==> src/rtl/core/mmg_pkg.sv <==
`timescale 1ns / 1ps
// Package for the matrix multiply with gradient block.
// Holds request codes, register indexes, accumulator width and the MAC control struct.
package mmg_pkg;

  localparam int ACC_W = 72;

  localparam logic [1:0] CFG_ROWS  = 2'd0;
  localparam logic [1:0] CFG_INNER = 2'd1;
  localparam logic [1:0] CFG_COLS  = 2'd2;

  typedef enum logic [2:0] {
    ACT_WR_A   = 3'd0,
    ACT_WR_B   = 3'd1,
    ACT_WR_G   = 3'd2,
    ACT_FWD    = 3'd3,
    ACT_BWD    = 3'd4,
    ACT_RD_C   = 3'd5,
    ACT_RD_DA  = 3'd6,
    ACT_RD_DB  = 3'd7
  } action_t;

  typedef struct packed {
    logic clr;
    logic mul;
    logic acc;
  } mac_ctl_t;

endpackage

==> src/rtl/core/mmg_mac.sv <==
`timescale 1ns / 1ps
// Shared multiply-accumulate unit with round-to-nearest and saturation.
// Depends on mmg_pkg for the control struct and accumulator width.
module mmg_mac import mmg_pkg::*; (
  input  logic               clk,
  input  mac_ctl_t           ctl,
  input  logic signed [31:0] init,
  input  logic signed [31:0] op_a,
  input  logic signed [31:0] op_b,
  output logic signed [31:0] result
);

  localparam logic signed [ACC_W-1:0] SAT_HI = ACC_W'(2147483647);
  localparam logic signed [ACC_W-1:0] SAT_LO = -SAT_HI - ACC_W'(1);

  logic signed [63:0]      prod;
  logic signed [ACC_W-1:0] acc;
  logic signed [ACC_W-1:0] rnd;
  logic signed [ACC_W-1:0] sh;

  always_ff @(posedge clk) begin
    if (ctl.mul) begin
      prod <= op_a * op_b;
    end
    if (ctl.clr) begin
      acc <= ACC_W'(init) <<< 16;
    end else if (ctl.acc) begin
      acc <= acc + ACC_W'(prod);
    end
  end

  always_comb begin
    rnd = acc + ACC_W'(32768);
    sh  = rnd >>> 16;
    if (sh > SAT_HI) begin
      result = 32'sh7fffffff;
    end else if (sh < SAT_LO) begin
      result = 32'sh80000000;
    end else begin
      result = sh[31:0];
    end
  end

endmodule

==> config.mk <==
export PLATFORM = sky130hd
export DESIGN_NAME = mmg_mac
export DESIGN_NICKNAME = d
export VERILOG_FILES = /design/src/rtl/core/mmg_pkg.sv /design/src/rtl/core/mmg_mac.sv
export SDC_FILE = /design/constraint.sdc
export NUM_CORES = 2
export LEC_CHECK = 0
export BUFFER_PORTS_ARGS = -buffer_cell sky130_fd_sc_hd__buf_4
export CAP_MARGIN = 40
export CORE_UTILIZATION = 60
export DETAILED_ROUTE_END_ITERATION = 10
export PLACE_DENSITY = 0.81
export SLEW_MARGIN = 30
export SYNTH_ARGS = -nofsm -noshare
export SYNTH_HDL_FRONTEND = slang
export SYNTH_SLANG_ARGS = --single-unit
export TNS_END_PERCENT = 30
==> constraint.sdc <==
create_clock -name clk -period 13.6 [get_ports clk]
set_clock_uncertainty 0.05 [all_clocks]
set_input_delay 0 -clock clk [delete_from_list [all_inputs] [get_ports clk]]
set_output_delay 0 -clock clk [all_outputs]
set_load 0.01 [all_outputs]
=== Yosys cells after proc, flatten, opt, wreduce, memory -nomap -nowiden ===
Index checks and enable logic that the tools add are counted.

* Add/sub/neg operators: 2
* Multipliers: 1
* Order comparisons: 2
* Mux-type cells: 4
* Reduce and logical (&&, ||, !) cells: 1

{| class="wikitable"
|+ Operators with widths
! operator !! count
|-
| $mux 72 || 2
|-
| $add 72x17->72 const B || 1
|-
| $add 72x64->72 || 1
|-
| $mul 32x32->64 || 1
|-
| $mux 32 || 2
|-
| $gt 56x32->1 const B || 1
|-
| $lt 56x32->1 const B || 1
|-
| $reduce_bool 2->1 || 1
|}

* Bits in registers: 136
* Input port bits: 100
* Output and inout port bits: 32

=== Logic depth before layout (Yosys ltp) ===
* Depth after elaboration: 4
* Mapped depth: 30

=== Worst setup path after synthesis ===
Ideal clock, no wire load.

* Path type: input-to-reg
* From: in op_b[3]
* To: reg prod[56] (data pin)
* Arrival: 7.310 ns
* Required time: 13.290 ns
* Slack: 5.980 ns
* Stages on the path: 23
* Buffers on the path: 1
* Cell sequence: clkbuf_1 nand2_1 fa_1 fa_1 inv_1 fa_1 fa_1 inv_1 fa_1 inv_1 fa_1 fa_1 fa_1 ha_1 or3_1 o21ai_0 a21oi_1 a21o_1 a21o_1 a22o_1 a311o_1 a21oi_1 xnor2_1

* Longest elaborated chain between the ends: 1

{| class="wikitable"
|+ Ends and longest elaborated chain
! what !! RTL line !! source
|-
| from (decl) || mmg_mac.sv:9 || <nowiki>input logic signed [31:0] op_b,</nowiki>
|-
| $mul 32x32->64 || mmg_mac.sv:23 || <nowiki>prod <= op_a * op_b;</nowiki>
|-
| to (signal assigned) || mmg_mac.sv:23 ||
|-
| to (decl) || mmg_mac.sv:16 || <nowiki>logic signed [63:0] prod;</nowiki>
|}

No other way between the ends.
A chain may end at the register's enable or synchronous reset.

=== Worst setup path in the final report ===
* From: in op_a[31]
* To: reg prod[56] (data pin)

* Longest elaborated chain between the ends: 1

{| class="wikitable"
|+ Ends and longest elaborated chain
! what !! RTL line !! source
|-
| from (decl) || mmg_mac.sv:8 || <nowiki>input logic signed [31:0] op_a,</nowiki>
|-
| $mul 32x32->64 || mmg_mac.sv:23 ||
|}

No other way between the ends.

==> reports/qor.yml <==
grt_max_degree: 65
synthFlopType: "edfxtp_1"
reg2reg_depth: 11
ant_nets: 0
synth_top_area_share_pct: 46.6
hold_depth: 1
path_buf_inv: 4
syn_nets: 6515
die_y_um: 281
status: "completed"
grt_pass1_wl_um: 196000
fp-row-count: 101
first_global_vias: 36649
worstSetupPathType: "in2reg"
firstDrtPassIters: 6
post-route-period-util_pct: 58.3
cts_buffer_depth: 2
setup_viol: 0
synth_edf_count: 120
cts.sinks: 136
nets: 6451
drt_first_iter_violations: 3167
hold_class: "in2reg"
grt_usage_pct: 32.3
wl_per_cell_um: 20.2
fp.dieW_um: 281
crit_family: "adder cells"
drc: 0
core_area_mm2: 0.0763
io_buffers: 131
syn_to_final_growth_pct: 4.94
maxSlewHeadroom_pct: 45.6
ys_warn_count: 0
cts_resized: 0
netlist_instances: 5076
dpl.cell_count: 5988
htree_num_levels: 4
hold_violations: 0
path_cells: "buf_4, nand2_1, fa_1, fa_1, inv_1, fa_1, fa_1, inv_1, fa_1, inv_1, fa_1, fa_1, fa_1, ha_1, or3_1, o21ai_0, a21oi_1, a21o_1, a21o_1, a22o_1, a311o_1, a21oi_1, xnor2_1"
crit_top_cell: "fa_1"
final.setup.worst_slack_ps: 5670
vias: 34909
slowest_stage: "fa_1"
synth_area_per_cell_um2: 9.17
cp.arrival_ps: 8070
maxCapViolations: 0
yosys.area.top_type: "fa_1"
final_cells: 6057
required_ps: 13740
synthTopCellsByArea: "fa_1 (47%), inv_1 (8.6%), edfxtp_1 (7.7%), ha_1 (6.9%), and2_1 (6.7%)"
drive_gt1_share_pct: 4.16
ys_seq_area_share_pct: 8.43
synth-seq-cells: 136
initial_utilization_pct: 61.0
clkLatencyLatePin_ps: 450
synth.most_common_cell: "fa_1"
cpPeakStageDelay_ps: 960
max_freq_ghz: 0.126
worst_pin_slew_ps: 814
fill_cells: 6107
vias_per_cell: 5.76
io_pins: 132
tritoncts: "done"
antenna_found_initial: 6
slew_violations: 0
rsz0062_at_grt: "no"
numCtsBuffers: 17
globalplace.congestion: 0.980
synth_common_cells: "fa_1 (1083), inv_1 (1067), nand2_1 (660)"
pre_cts_slack_ps: 5280
path_clk_slew_ps: 60
die_area_mm2: 0.0787
synth_cell_types: 85
syn_area_mm2: 0.0465
async_reset_ff_share_pct: 0
crit_fanout: 32
cp.depth: 23
hpwl_um: 97500
root_buffer: "clkbuf_16"
period_needed_ps: 7930
grt-ovfl-total: 0
critPathLaunchType: "primary input"
end_kind: "flop"
drt-total-wl_um: 123000
finalSetupTns_ps: 0
placed cells by master (no fill, tap or decap), types with 79 or more instances in the layout:
cell,n
a21o_1,79
xnor2_1,106
nor2_1,123
and2_1,496
o21ai_0,143
nand2_1,660
ha_1,256
inv_1,1067
a21oi_1,160
edfxtp_1,120
buf_4,138
fa_1,1083
worst reg2reg max path: cells and delay by family (launching register included):
family	cells	cell delay [ps]
AND/OR/NAND/NOR	2	170
multiplexers	1	220
adder cells (fa/ha/maj)	1	400
AO/OA/AOI/OAI	7	2560
flip-flops	1	380
final timing paths:
path / startpoint / end / slack, ps
hold reg to reg: acc[8] / acc[8] / 440
setup / recovery: op_a[31] / prod[56] / 5670
hold / removal: ctl[1] / prod[63] / 80
setup reg to reg: prod[10] / acc[65] / 9530
area by class of cell:
cell class | count | area (um2) | share of cell area [%]
repair buffers | 173 | 1380 | 2.83
well taps | 1030 | 1290 | 2.64
diodes | 2 | 5.00 | 0.0102
multi-input cells | 3617 | 37700 | 77.1
clock buffers | 18 | 450 | 0.922
inverters | 1067 | 4010 | 8.20
flip-flops and latches | 136 | 3920 | 8.03
clock inverters | 14 | 125 | 0.256
through the flow:
| step | hold WS [ps] | area, um2 | utilization, % |
|---|---|---|---|
| after global placement | 237 | 47900 | 62.8 |
| after detailed placement | 237 | 47900 | 62.8 |
| after global routing | 114 | 48800 | 64.0 |
| after CTS | 93.8 | 48800 | 64.0 |
| after floorplan | 62.5 | 46500 | - |
| final | 75.9 | 48800 | 64.0 |
per-layer routing:
layer | routed length, um | track usage, % | vias to the layer above | share of wire, %
li1 | - | - | 15278 | -
met1 | 50100 | 45.0 | 17429 | 41
met2 | 53600 | 49.3 | 1939 | 44
met3 | 15600 | 10.1 | 255 | 13
met4 | 3170 | 8.21 | 8 | 2.6
met5 | 57 | 0 | - | 0.047
cell families after synthesis:
| group | Yosys count | synth area share [%] |
|---|---|---|
| adder cells (fa/ha/maj) | 1339 | 53.5 |
| XOR/XNOR | 162 | 3.05 |
| multiplexers | 18 | 0.390 |
| AND/OR/NAND/NOR | 1549 | 16.5 |
| flip-flops | 136 | 8.43 |
| buffers and inverters | 1323 | 10.7 |
| AO/OA/AOI/OAI | 549 | 7.49 |
state kept, by name, indices dropped and copies added (netlist names):
register  flops
acc          72
prod         64
timing repair:
| item | in CTS | in global routing |
|---|---|---|
| hold buffers | 34 | 0 |
| buffers inserted | 0 | 0 |
| endpoints found under the hold margin | 44 | 0 |
Power is left out: the tool's default activity adds up to more than one toggle a clock period on the data nets, which glitch-free logic cannot reach.
